[src/rtl/atbb_pkg.sv]
`default_nettype none

package atbb_pkg;

  // largest window extent, every sheet coordinate stays below it
  localparam int MAX_DIM = 4096;

  localparam int COORD_W = 12;
  localparam int SIZE_W  = 13;
  localparam int ALPHA_W = 8;
  localparam int CFG_W   = 13;
  localparam int CFG_IDX_W = 3;

  // opcodes of the pixel stream
  localparam logic OP_PIXEL    = 1'b0;
  localparam logic OP_END_CELL = 1'b1;

  // configuration register indexes
  typedef enum logic [CFG_IDX_W-1:0] {
    REG_CELL_X     = 3'd0,
    REG_CELL_Y     = 3'd1,
    REG_CELL_W     = 3'd2,
    REG_CELL_H     = 3'd3,
    REG_SHEET_W    = 3'd4,
    REG_SHEET_H    = 3'd5,
    REG_OPAQUE_MIN = 3'd6
  } cfg_reg_t;

  typedef struct packed {
    logic               opcode;
    logic [ALPHA_W-1:0] alpha;
  } pixel_t;

  typedef struct packed {
    logic [COORD_W-1:0] box_x;
    logic [COORD_W-1:0] box_y;
    logic [SIZE_W-1:0]  box_w;
    logic [SIZE_W-1:0]  box_h;
    logic [SIZE_W-1:0]  anchor_x_halves;
    logic [SIZE_W-1:0]  ground_line;
    logic               cell_empty;
  } box_t;

endpackage

`default_nettype wire

[src/rtl/alpha_trim_bounding_box.sv]
`default_nettype none

// channel   direction  handshake                 payload
// pix       in         pix_valid / pix_stall     pixel_t  (opcode, alpha)
// box       out        box_valid / box_stall     box_t    (trimmed box, anchor)
// cfg       in         cfg_write                 cfg_index, cfg_data
//
// one pixel transaction per clock while the pixel side is not stalled, set by
// the compare-and-update path from the counters into the min/max registers
// the box of an end-of-cell transaction is offered from the next cycle on
// only an end-of-cell transaction stalls, while a held result fills the
// output register; pixels are taken even then
// rst (synchronous, active high) restores register defaults, clears the box
module alpha_trim_bounding_box
  import atbb_pkg::*;
(
  input  wire logic                 clk,
  input  wire logic                 rst,
  input  wire logic                 pix_valid,
  output logic                      pix_stall,
  input  wire pixel_t               pix_data,
  output logic                      box_valid,
  input  wire logic                 box_stall,
  output box_t                      box_data,
  input  wire logic                 cfg_write,
  input  wire logic [CFG_IDX_W-1:0] cfg_index,
  input  wire logic [CFG_W-1:0]     cfg_data
);

  // configuration registers
  logic [COORD_W-1:0] cell_x;
  logic [COORD_W-1:0] cell_y;
  logic [SIZE_W-1:0]  cell_w;
  logic [SIZE_W-1:0]  cell_h;
  logic [SIZE_W-1:0]  sheet_w;
  logic [SIZE_W-1:0]  sheet_h;
  logic [ALPHA_W-1:0] opaque_min;

  // per-cell state: position in the clipped window and running box
  logic [COORD_W-1:0] column_count;
  logic [SIZE_W-1:0]  row_count;
  logic [COORD_W-1:0] min_column;
  logic [COORD_W-1:0] max_column;
  logic [COORD_W-1:0] min_row;
  logic [COORD_W-1:0] max_row;
  logic               any_opaque;

  logic [SIZE_W-1:0]  win_w;
  logic [SIZE_W-1:0]  win_h;
  logic               pix_accept;
  logic               in_window;
  logic               col_in;
  logic               opaque;
  logic               row_wrap;
  logic [COORD_W-1:0] pos_x;
  logic [COORD_W-1:0] pos_y;
  box_t               result;

  // extent of a window edge clipped at the sheet and at MAX_DIM
  function automatic logic [SIZE_W-1:0] clip_span(
    input logic [COORD_W-1:0] start,
    input logic [SIZE_W-1:0]  size,
    input logic [SIZE_W-1:0]  limit
  );
    logic [SIZE_W:0] stop;
    stop = {2'b00, start} + {1'b0, size};
    if (stop > {1'b0, limit}) stop = {1'b0, limit};
    if (stop > (SIZE_W+1)'(MAX_DIM)) stop = (SIZE_W+1)'(MAX_DIM);
    if (stop > {2'b00, start}) begin
      clip_span = SIZE_W'(stop - {2'b00, start});
    end else begin
      clip_span = '0;
    end
  endfunction

  // register file
  always_ff @(posedge clk) begin
    if (rst) begin
      cell_x     <= '0;
      cell_y     <= '0;
      cell_w     <= SIZE_W'(1);
      cell_h     <= SIZE_W'(1);
      sheet_w    <= SIZE_W'(MAX_DIM);
      sheet_h    <= SIZE_W'(MAX_DIM);
      opaque_min <= ALPHA_W'(16);
    end else if (cfg_write) begin
      unique case (cfg_index)
        REG_CELL_X:     cell_x     <= cfg_data[COORD_W-1:0];
        REG_CELL_Y:     cell_y     <= cfg_data[COORD_W-1:0];
        REG_CELL_W:     cell_w     <= cfg_data[SIZE_W-1:0];
        REG_CELL_H:     cell_h     <= cfg_data[SIZE_W-1:0];
        REG_SHEET_W:    sheet_w    <= cfg_data[SIZE_W-1:0];
        REG_SHEET_H:    sheet_h    <= cfg_data[SIZE_W-1:0];
        REG_OPAQUE_MIN: opaque_min <= cfg_data[ALPHA_W-1:0];
        default: ;  // writes past the register list are dropped
      endcase
    end
  end

  // clipped window, recomputed from the registers as they are now
  assign win_w = clip_span(cell_x, cell_w, sheet_w);
  assign win_h = clip_span(cell_y, cell_h, sheet_h);

  // only an end of cell needs the result register
  assign pix_stall  = box_valid && box_stall && (pix_data.opcode == OP_END_CELL);
  assign pix_accept = pix_valid && !pix_stall;

  // pixels past the bottom of the window, or any pixel of an empty window,
  // leave the state alone
  assign in_window = (win_w != '0) && (row_count < win_h);
  // a column count at or past the width (after a width change) is skipped
  assign col_in    = {1'b0, column_count} < win_w;
  assign opaque    = col_in && (pix_data.alpha >= opaque_min);
  assign row_wrap  = ({1'b0, column_count} + SIZE_W'(1)) >= win_w;

  // inside the window both sums stay below MAX_DIM
  assign pos_x = cell_x + column_count;
  assign pos_y = cell_y + row_count[COORD_W-1:0];

  always_ff @(posedge clk) begin
    if (rst) begin
      column_count <= '0;
      row_count    <= '0;
      min_column   <= '0;
      max_column   <= '0;
      min_row      <= '0;
      max_row      <= '0;
      any_opaque   <= 1'b0;
    end else if (pix_accept) begin
      if (pix_data.opcode == OP_END_CELL) begin
        // next cell starts fresh
        column_count <= '0;
        row_count    <= '0;
        min_column   <= '0;
        max_column   <= '0;
        min_row      <= '0;
        max_row      <= '0;
        any_opaque   <= 1'b0;
      end else if (in_window) begin
        if (opaque) begin
          if (!any_opaque) begin
            min_column <= pos_x;
            max_column <= pos_x;
            min_row    <= pos_y;
            max_row    <= pos_y;
            any_opaque <= 1'b1;
          end else begin
            if (pos_x < min_column) min_column <= pos_x;
            if (pos_x > max_column) max_column <= pos_x;
            if (pos_y < min_row) min_row <= pos_y;
            if (pos_y > max_row) max_row <= pos_y;
          end
        end
        if (row_wrap) begin
          column_count <= '0;
          row_count    <= row_count + SIZE_W'(1);
        end else begin
          column_count <= column_count + COORD_W'(1);
        end
      end
    end
  end

  // trimmed box, or the whole unclipped cell when nothing was opaque
  always_comb begin
    if (any_opaque) begin
      result.box_x = min_column;
      result.box_y = min_row;
      result.box_w = SIZE_W'({1'b0, max_column} - {1'b0, min_column} + SIZE_W'(1));
      result.box_h = SIZE_W'({1'b0, max_row} - {1'b0, min_row} + SIZE_W'(1));
    end else begin
      result.box_x = cell_x;
      result.box_y = cell_y;
      result.box_w = cell_w;
      result.box_h = cell_h;
    end
    // horizontal anchor is the box centre in half pixels
    result.anchor_x_halves = result.box_w;
    result.ground_line     = result.box_h;
    result.cell_empty      = !any_opaque;
  end

  // result register
  always_ff @(posedge clk) begin
    if (rst) begin
      box_valid <= 1'b0;
    end else if (pix_accept && (pix_data.opcode == OP_END_CELL)) begin
      box_valid <= 1'b1;
    end else if (!box_stall) begin
      box_valid <= 1'b0;
    end
  end

  always_ff @(posedge clk) begin
    if (pix_accept && (pix_data.opcode == OP_END_CELL)) begin
      box_data <= result;
    end
  end

  // an end of cell leaves a result and a cleared state behind
  a_end_clears: assert property (@(posedge clk) disable iff (rst)
    pix_accept && (pix_data.opcode == OP_END_CELL) |=>
      box_valid && !any_opaque && (column_count == '0) && (row_count == '0))
    else $error("end of cell did not clear the state or load a result");

  // before the first opaque pixel the box registers stay cleared
  a_idle_box_zero: assert property (@(posedge clk) disable iff (rst)
    !any_opaque |-> (min_column == '0) && (max_column == '0) &&
                    (min_row == '0) && (max_row == '0))
    else $error("box registers moved without an opaque pixel");

  // running box is never inverted
  a_box_order: assert property (@(posedge clk) disable iff (rst)
    any_opaque |-> (min_column <= max_column) && (min_row <= max_row))
    else $error("running box inverted");

  // a trimmed result has a nonzero size
  a_trim_size: assert property (@(posedge clk) disable iff (rst)
    box_valid && !box_data.cell_empty |-> (box_data.box_w != '0) && (box_data.box_h != '0))
    else $error("trimmed box with zero size");

endmodule

`default_nettype wire

[config.mk]
export PLATFORM = sky130hd
export DESIGN_NAME = alpha_trim_bounding_box
export DESIGN_NICKNAME = d
export VERILOG_FILES = /design/src/rtl/atbb_pkg.sv /design/src/rtl/alpha_trim_bounding_box.sv
export SDC_FILE = /design/constraint.sdc
export NUM_CORES = 1
export LEC_CHECK = 0
export BUFFER_PORTS_ARGS = -buffer_cell sky130_fd_sc_hd__clkbuf_2
export CAP_MARGIN = 20
export CORE_MARGIN = 2
export CORE_UTILIZATION = 53
export CTS_CLUSTER_DIAMETER = 200
export DETAILED_ROUTE_END_ITERATION = 6
export PLACE_DENSITY = 0.78
export SETUP_SLACK_MARGIN = 0.15
export SLEW_MARGIN = 20
export SYNTH_ARGS = -nofsm -noshare
export SYNTH_HDL_FRONTEND = slang
export SYNTH_SLANG_ARGS = --single-unit
[constraint.sdc]
create_clock -name clk -period 16.3 [get_ports clk]
set_clock_uncertainty 0.1 [all_clocks]
set_input_delay 0.815 -clock clk [delete_from_list [all_inputs] [get_ports clk]]
set_output_delay 0.815 -clock clk [all_outputs]
set_load 0.01 [all_outputs]
After elaboration in Yosys (flattened, before gate mapping) --
Cells that the tools add are included.
Word-level totals: register bits after elaboration 210, bits of input ports 30, logic and storage cells 123, output and inout port bits 79
Cells by class: equality and inequality tests 11, reduce and logical (&&, ||, !) cells 27, add/sub/neg operators 13, magnitude comparators 14, mux-type cells 38
Operators with widths (count):
- two-way mux 12 bit | 23
- two-way mux 13 bit | 5
- two-way mux 14 bit | 4
- two-way mux 50 bit | 1
- adder 13 x 1 -> 13 bit, second input constant | 3
- adder 12 x 13 -> 14 bit | 2
- > comparator 14 x 12 -> 1 bit | 2
- > comparator 14 x 13 -> 1 bit | 2
- > comparator 14 x 13 -> 1 bit, second input constant | 2
- subtractor 12 x 12 -> 13 bit | 2
- subtractor 13 x 12 -> 13 bit | 2
- adder 12 bit | 2
- > comparator 12 bit | 2
- less-than comparator 12 bit | 2
- AND reduction 2 bit | 8
- AND reduction 4 bit | 4
- adder 12 x 1 -> 13 bit, second input constant | 1
- >= comparator 13 bit | 1
- less-than comparator 12 x 13 -> 1 bit | 1
- less-than comparator 13 bit | 1
- nonzero test 13 bit | 1
- adder 12 x 1 -> 12 bit, second input constant | 1
- inequality test 3 x 2 -> 1 bit, second input constant | 4
- equality test 3 bit, second input constant | 3
- 10 further kinds | 24

Longest topological paths before layout --
depth after elaboration 12, depth in mapped cells 43, gate-level depth less buffers 40

Least setup slack after synthesis --
Ideal clock, no wire load.
path type reg-to-reg, start register cell_x[0], end register min_row[10], clock period less this slack 8.455 ns, cell stages (with the launch flop) 43, data required time 16.083 ns, path slack 7.845 ns, path buffers 3, data arrival time 8.238 ns, setup time 0.117 ns, path through dfxtp_1 ha_1 inv_1 fa_1 nor2b_1 o31ai_1 a21oi_1 o21a_1 or3_1 nand3_1 ha_1 nand4_1 a21oi_1 a2111oi_0 a211o_1 and2_1 buf_2 o21ai_2 (+7 left out) nor3_2 o2111ai_1 a31oi_2 o31ai_1 o211ai_2 clkbuf_1 nand2_1 ha_1 nor2b_1 o21a_1 o211ai_1 a31oi_1 o2111ai_1 nand3_1 nor4bb_4 o32ai_4 buf_4 a22o_1
On the way: cells in the longest elaborated chain, start to end 11, elaborated cells on any way between the ends 15, classes of those cells add/sub: 2; order compare: 4; mux: 3; reduce/logical: 6
RTL lines:
- start: declaration | line alpha_trim_bounding_box.sv:31 | logic [COORD_W-1:0] cell_x;
- start signal: assignment | line alpha_trim_bounding_box.sv:88 | REG_CELL_X: cell_x <= cfg_data[COORD_W-1:0];
- adder 12 x 13 -> 14 bit | line alpha_trim_bounding_box.sv:66 | stop = {2'b00, start} + {1'b0, size};
- > comparator 14 x 13 -> 1 bit | line alpha_trim_bounding_box.sv:67 | if (stop > {1'b0, limit}) stop = {1'b0, limit};
- two-way mux 14 bit | line alpha_trim_bounding_box.sv:67
- > comparator 14 x 13 -> 1 bit | line alpha_trim_bounding_box.sv:68 | if (stop > (SIZE_W+1)'(MAX_DIM)) stop = (SIZE_W+1)'(MAX_DIM);
- two-way mux 14 bit | line alpha_trim_bounding_box.sv:68
- subtractor 13 x 12 -> 13 bit / > comparator 14 x 12 -> 1 bit (equally long branches) | line alpha_trim_bounding_box.sv:70, alpha_trim_bounding_box.sv:69
- two-way mux 13 bit (*) | line alpha_trim_bounding_box.sv:69 | if (stop > {2'b00, start}) begin
- less-than comparator 12 x 13 -> 1 bit / nonzero test 13 bit (equally long branches) | line alpha_trim_bounding_box.sv:112, alpha_trim_bounding_box.sv:110
- logical AND 1 bit (on tied branches) | line alpha_trim_bounding_box.sv:113, alpha_trim_bounding_box.sv:110
- nonzero test 2 bit (no source line)
- AND reduction 4 bit (no source line) (*)
- end signal: assignment | line alpha_trim_bounding_box.sv:144 | min_row <= pos_y;
- end signal: assignment | line alpha_trim_bounding_box.sv:150 | if (pos_y < min_row) min_row <= pos_y;
- end: declaration | line alpha_trim_bounding_box.sv:44 | logic [COORD_W-1:0] min_row;
Mark *: on every way between the ends. The rest lies on a longest branch, timed or not. A chain may end at the register's enable or synchronous reset.

Final worst setup path --
start register cell_x[0], end register max_column[1]
On the way: cells in the longest elaborated chain, start to end 11, elaborated cells on any way between the ends 23, classes of those cells add/sub: 3; order compare: 5; eq/ne: 1; mux: 8; reduce/logical: 6
RTL lines:
- adder 12 x 13 -> 14 bit | line alpha_trim_bounding_box.sv:66
- > comparator 14 x 13 -> 1 bit | line alpha_trim_bounding_box.sv:67
- two-way mux 14 bit | line alpha_trim_bounding_box.sv:67
- > comparator 14 x 13 -> 1 bit | line alpha_trim_bounding_box.sv:68
- two-way mux 14 bit | line alpha_trim_bounding_box.sv:68
- subtractor 13 x 12 -> 13 bit / > comparator 14 x 12 -> 1 bit (equally long branches) | line alpha_trim_bounding_box.sv:70, alpha_trim_bounding_box.sv:69
- two-way mux 13 bit | line alpha_trim_bounding_box.sv:69
- less-than comparator 12 x 13 -> 1 bit / nonzero test 13 bit (equally long branches) | line alpha_trim_bounding_box.sv:112, alpha_trim_bounding_box.sv:110
- logical AND 1 bit (on tied branches) | line alpha_trim_bounding_box.sv:113, alpha_trim_bounding_box.sv:110
- nonzero test 2 bit (no source line)
- AND reduction 4 bit (no source line)
- end signal: assignment | line alpha_trim_bounding_box.sv:143 | max_column <= pos_x;
- end signal: assignment | line alpha_trim_bounding_box.sv:149 | if (pos_x > max_column) max_column <= pos_x;
- end: declaration | line alpha_trim_bounding_box.sv:43 | logic [COORD_W-1:0] max_column;
Several ways; a longest one is shown, not always the timed one. The select of a mux whose other input is x is not followed.

==> flow_summary.json <==
{
  "synth_nets": 2309,
  "p_per_area_nw_per_um2": 86.6,
  "yosysTopAreaCellShare": 0.190,
  "insertedDiodeCount": 0,
  "maxSlewViolCount": 0,
  "worst-path-buf-inv": 2,
  "cts_max_path_buffers": 3,
  "fin_tns_setup_ns": 0,
  "initial_core_util": 0.534,
  "overflow": 0,
  "antenna_found_initial": 3,
  "avgRoutedWirePerCell_um": 19.5,
  "via_count": 15300,
  "portBuffers": 108,
  "combPwrFrac": 0.249,
  "dpl-instance-area_um2": 17400,
  "rows": 65,
  "cts_sinks": 210,
  "grt_pass1_wl_mm": 76.5,
  "cts_tree": "built",
  "synth_cell_types": 90,
  "p_clk_frac": 0.395,
  "syn_avg_cell_area_um2": 8.25,
  "drt_wl_total_mm": 48.8,
  "core_area_um2": 31400,
  "synth_commonest_cells": "nand2_1, ha_1, a21oi_1, dfxtp_1, inv_1",
  "endpoint_kind": "flip-flop",
  "cts_setup_buffers": 0,
  "outcome": "finished clean",
  "cpMostUsedCell": "ha_1",
  "htreeDepth": 1,
  "path_max_fanout": 29,
  "rsz0062_at_grt": "false",
  "pwr-share-seq": 0.356,
  "ys.warnings.count": 0,
  "dp_hpwl_mm": 38.0,
  "drc": 0,
  "p_leak_nw": 7.64,
  "max_cap_violations": 0,
  "crit_arrival_ns": 10.83,
  "switching_share": 0.321,
  "postCtsHoldBufs": 0,
  "worst_ep_required_time_ns": 16.58,
  "dp_slack_ns": 5.98,
  "postSynthCellCount": 2033,
  "finalCritPeriodShare": 0.647,
  "synth-async-reset-ratio": 0,
  "area_delta_synth_final_pct": 9.27,
  "critPathTopFamily": "compound AO/OA/AOI/OAI gates",
  "synth_most_common_cell": "nand2_1",
  "drt-vias-per-instance": 6.11,
  "max_freq_mhz": 94.7,
  "cts_resized": 0,
  "synth-seq-cells": 210,
  "internal-power_mw": 1.08,
  "relSlewSlack": 0.301,
  "grt_max_degree": 88,
  "cpPeakStageDelay_ns": 0.93,
  "final_area_um2": 18300,
  "worst_slack_ns": 5.75,
  "yosysSeqAreaShare": 0.281,
  "synthFlopType": "dfxtp_1",
  "hold_viol": 0,
  "grt_pass1_vias": 14600,
  "start_kind": "flip-flop",
  "slowest_stage": "nor3_2",
  "worst_hold_slack_ns": 0.361,
  "final_antenna_net_count": 0,
  "p_switching_mw": 0.509,
  "hp-class": "flip-flop to flip-flop",
  "tightestPinTransition_ns": 1.04,
  "yosysTopAreaCell": "dfxtp_1",
  "syn_area_um2": 16800,
  "period_needed_ns": 10.55,
  "die-area_um2": 33100,
  "synth_area_leaders": "dfxtp_1, ha_1, edfxtp_1, nand2_1, a21oi_1",
  "place.gp.congestion": 0.985,
  "layout.nets": 2358,
  "clk_latency_ns": 0.55,
  "crit_type": "flip-flop to flip-flop",
  "cts_root_buf": "clkbuf_16",
  "die_w_um": 182,
  "drt_pass1_iterations": 5,
  "cts-buffers-inserted": 25,
  "drt_iter0_drc": 1339,
  "clk_pin_slew_ns": 0.07,
  "fp.dieH_um": 182,
  "setup_viol": 0,
  "drive_above_1_share": 0.104,
  "vdd_drop_max_v": 0.0000780,
  "synth_edf_count": 51,
  "grt_use_total": 0.288,
  "io_pins": 109
}
==> worst register-to-register path: cells and delay by family, from the launching register on <==
kind                     cells  cell delay, ns
adder cells (fa/ha/maj)      6            1.78
buffers and inverters        2            0.12
XOR/XNOR                     1            0.26
AND/OR/NAND/NOR             10            2.97
AO/OA/AOI/OAI               20            4.69
flip-flops                   1            0.44
==> registers in the layout, summed over array words and instances (netlist names), 13 cells and up <==
| name | cells |
|---|---|
| row_count | 13 |
| cell_w | 13 |
| cell_h | 13 |
| sheet_h | 13 |
| sheet_w | 13 |
| box_data | 51 |
==> through the flow <==
| stage | instances | utilization | power, mW |
|---|---|---|---|
| after floorplan | 2033 | - | 0.863 |
| after global placement | 2457 | 0.554 | 0.952 |
| after detailed placement | 2457 | 0.554 | 0.959 |
| after CTS | 2503 | 0.584 | 1.58 |
| after global routing | 2503 | 0.584 | 1.65 |
| final | 2503 | 0.584 | 1.59 |
==> per-layer routing <==
layer	GRT usage	vias up	share of wire	wire [um]
li1	-	7385	-	-
met1	0.386	7189	0.44	21300
met2	0.476	614	0.45	21800
met3	0.0497	114	0.084	4110
met4	0.0897	2	0.032	1550
met5	0	-	0.00023	11
==> power groups by stage <==
stage	Combinational, mW	Clock (mW)	Sequential [mW]
2_1_floorplan	0.295	0	0.568
3_3_place_gp	0.378	0	0.575
3_5_place_dp	0.384	0	0.575
4_1_cts	0.388	0.632	0.564
5_1_grt	0.431	0.654	0.566
6_report	0.395	0.627	0.564
==> cell type report <==
cell class / count / area, um^2
clock buffers: 36 / 791
clock inverters: 10 / 149
fillers: 2808 / 13100
inverters: 159 / 597
multi-input cells: 1570 / 11000
flip-flops and latches: 210 / 4720
well taps: 402 / 503
repair buffers: 116 / 603
==> final timing paths <==
| path | from | endpoint | slack, ns | depth (start not counted) |
|---|---|---|---|---|
| setup / recovery | cell_x[0] | max_column[1] | 5.75 | 39 |
| hold reg to reg | sheet_w[11] | sheet_w[11] | 0.36 | 2 |
| setup reg to reg | cell_x[0] | max_column[1] | 5.75 | 39 |
| hold / removal | sheet_w[11] | sheet_w[11] | 0.36 | 2 |
==> logic make-up (layout without fill, tap and decap cells) <==
group	after synthesis	count (layout)	synth area share
simple gates	674	674	0.187
compound gates	543	543	0.220
buf+inv	253	321	0.0653
fa+ha+maj	246	246	0.187
flops	210	210	0.281
xor+xnor	72	72	0.0376
mux	35	35	0.0219
==> cell usage in the layout, fill, tap and decap left out, types with 48 or more instances in the layout <==
| cell type | netlist | routed |
|---|---|---|
| a21oi_1 | 176 | 176 |
| ha_1 | 238 | 238 |
| inv_1 | 157 | 156 |
| a21o_1 | 50 | 50 |
| nor2_1 | 123 | 121 |
| dfxtp_1 | 159 | 158 |
| o21ai_0 | 87 | 87 |
| edfxtp_1 | 51 | 51 |
| clkbuf_2 | 0 | 107 |
| nand2_1 | 316 | 316 |
| nand3_1 | 48 | 48 |
Note: power is estimated with default switching activity, not from simulation.
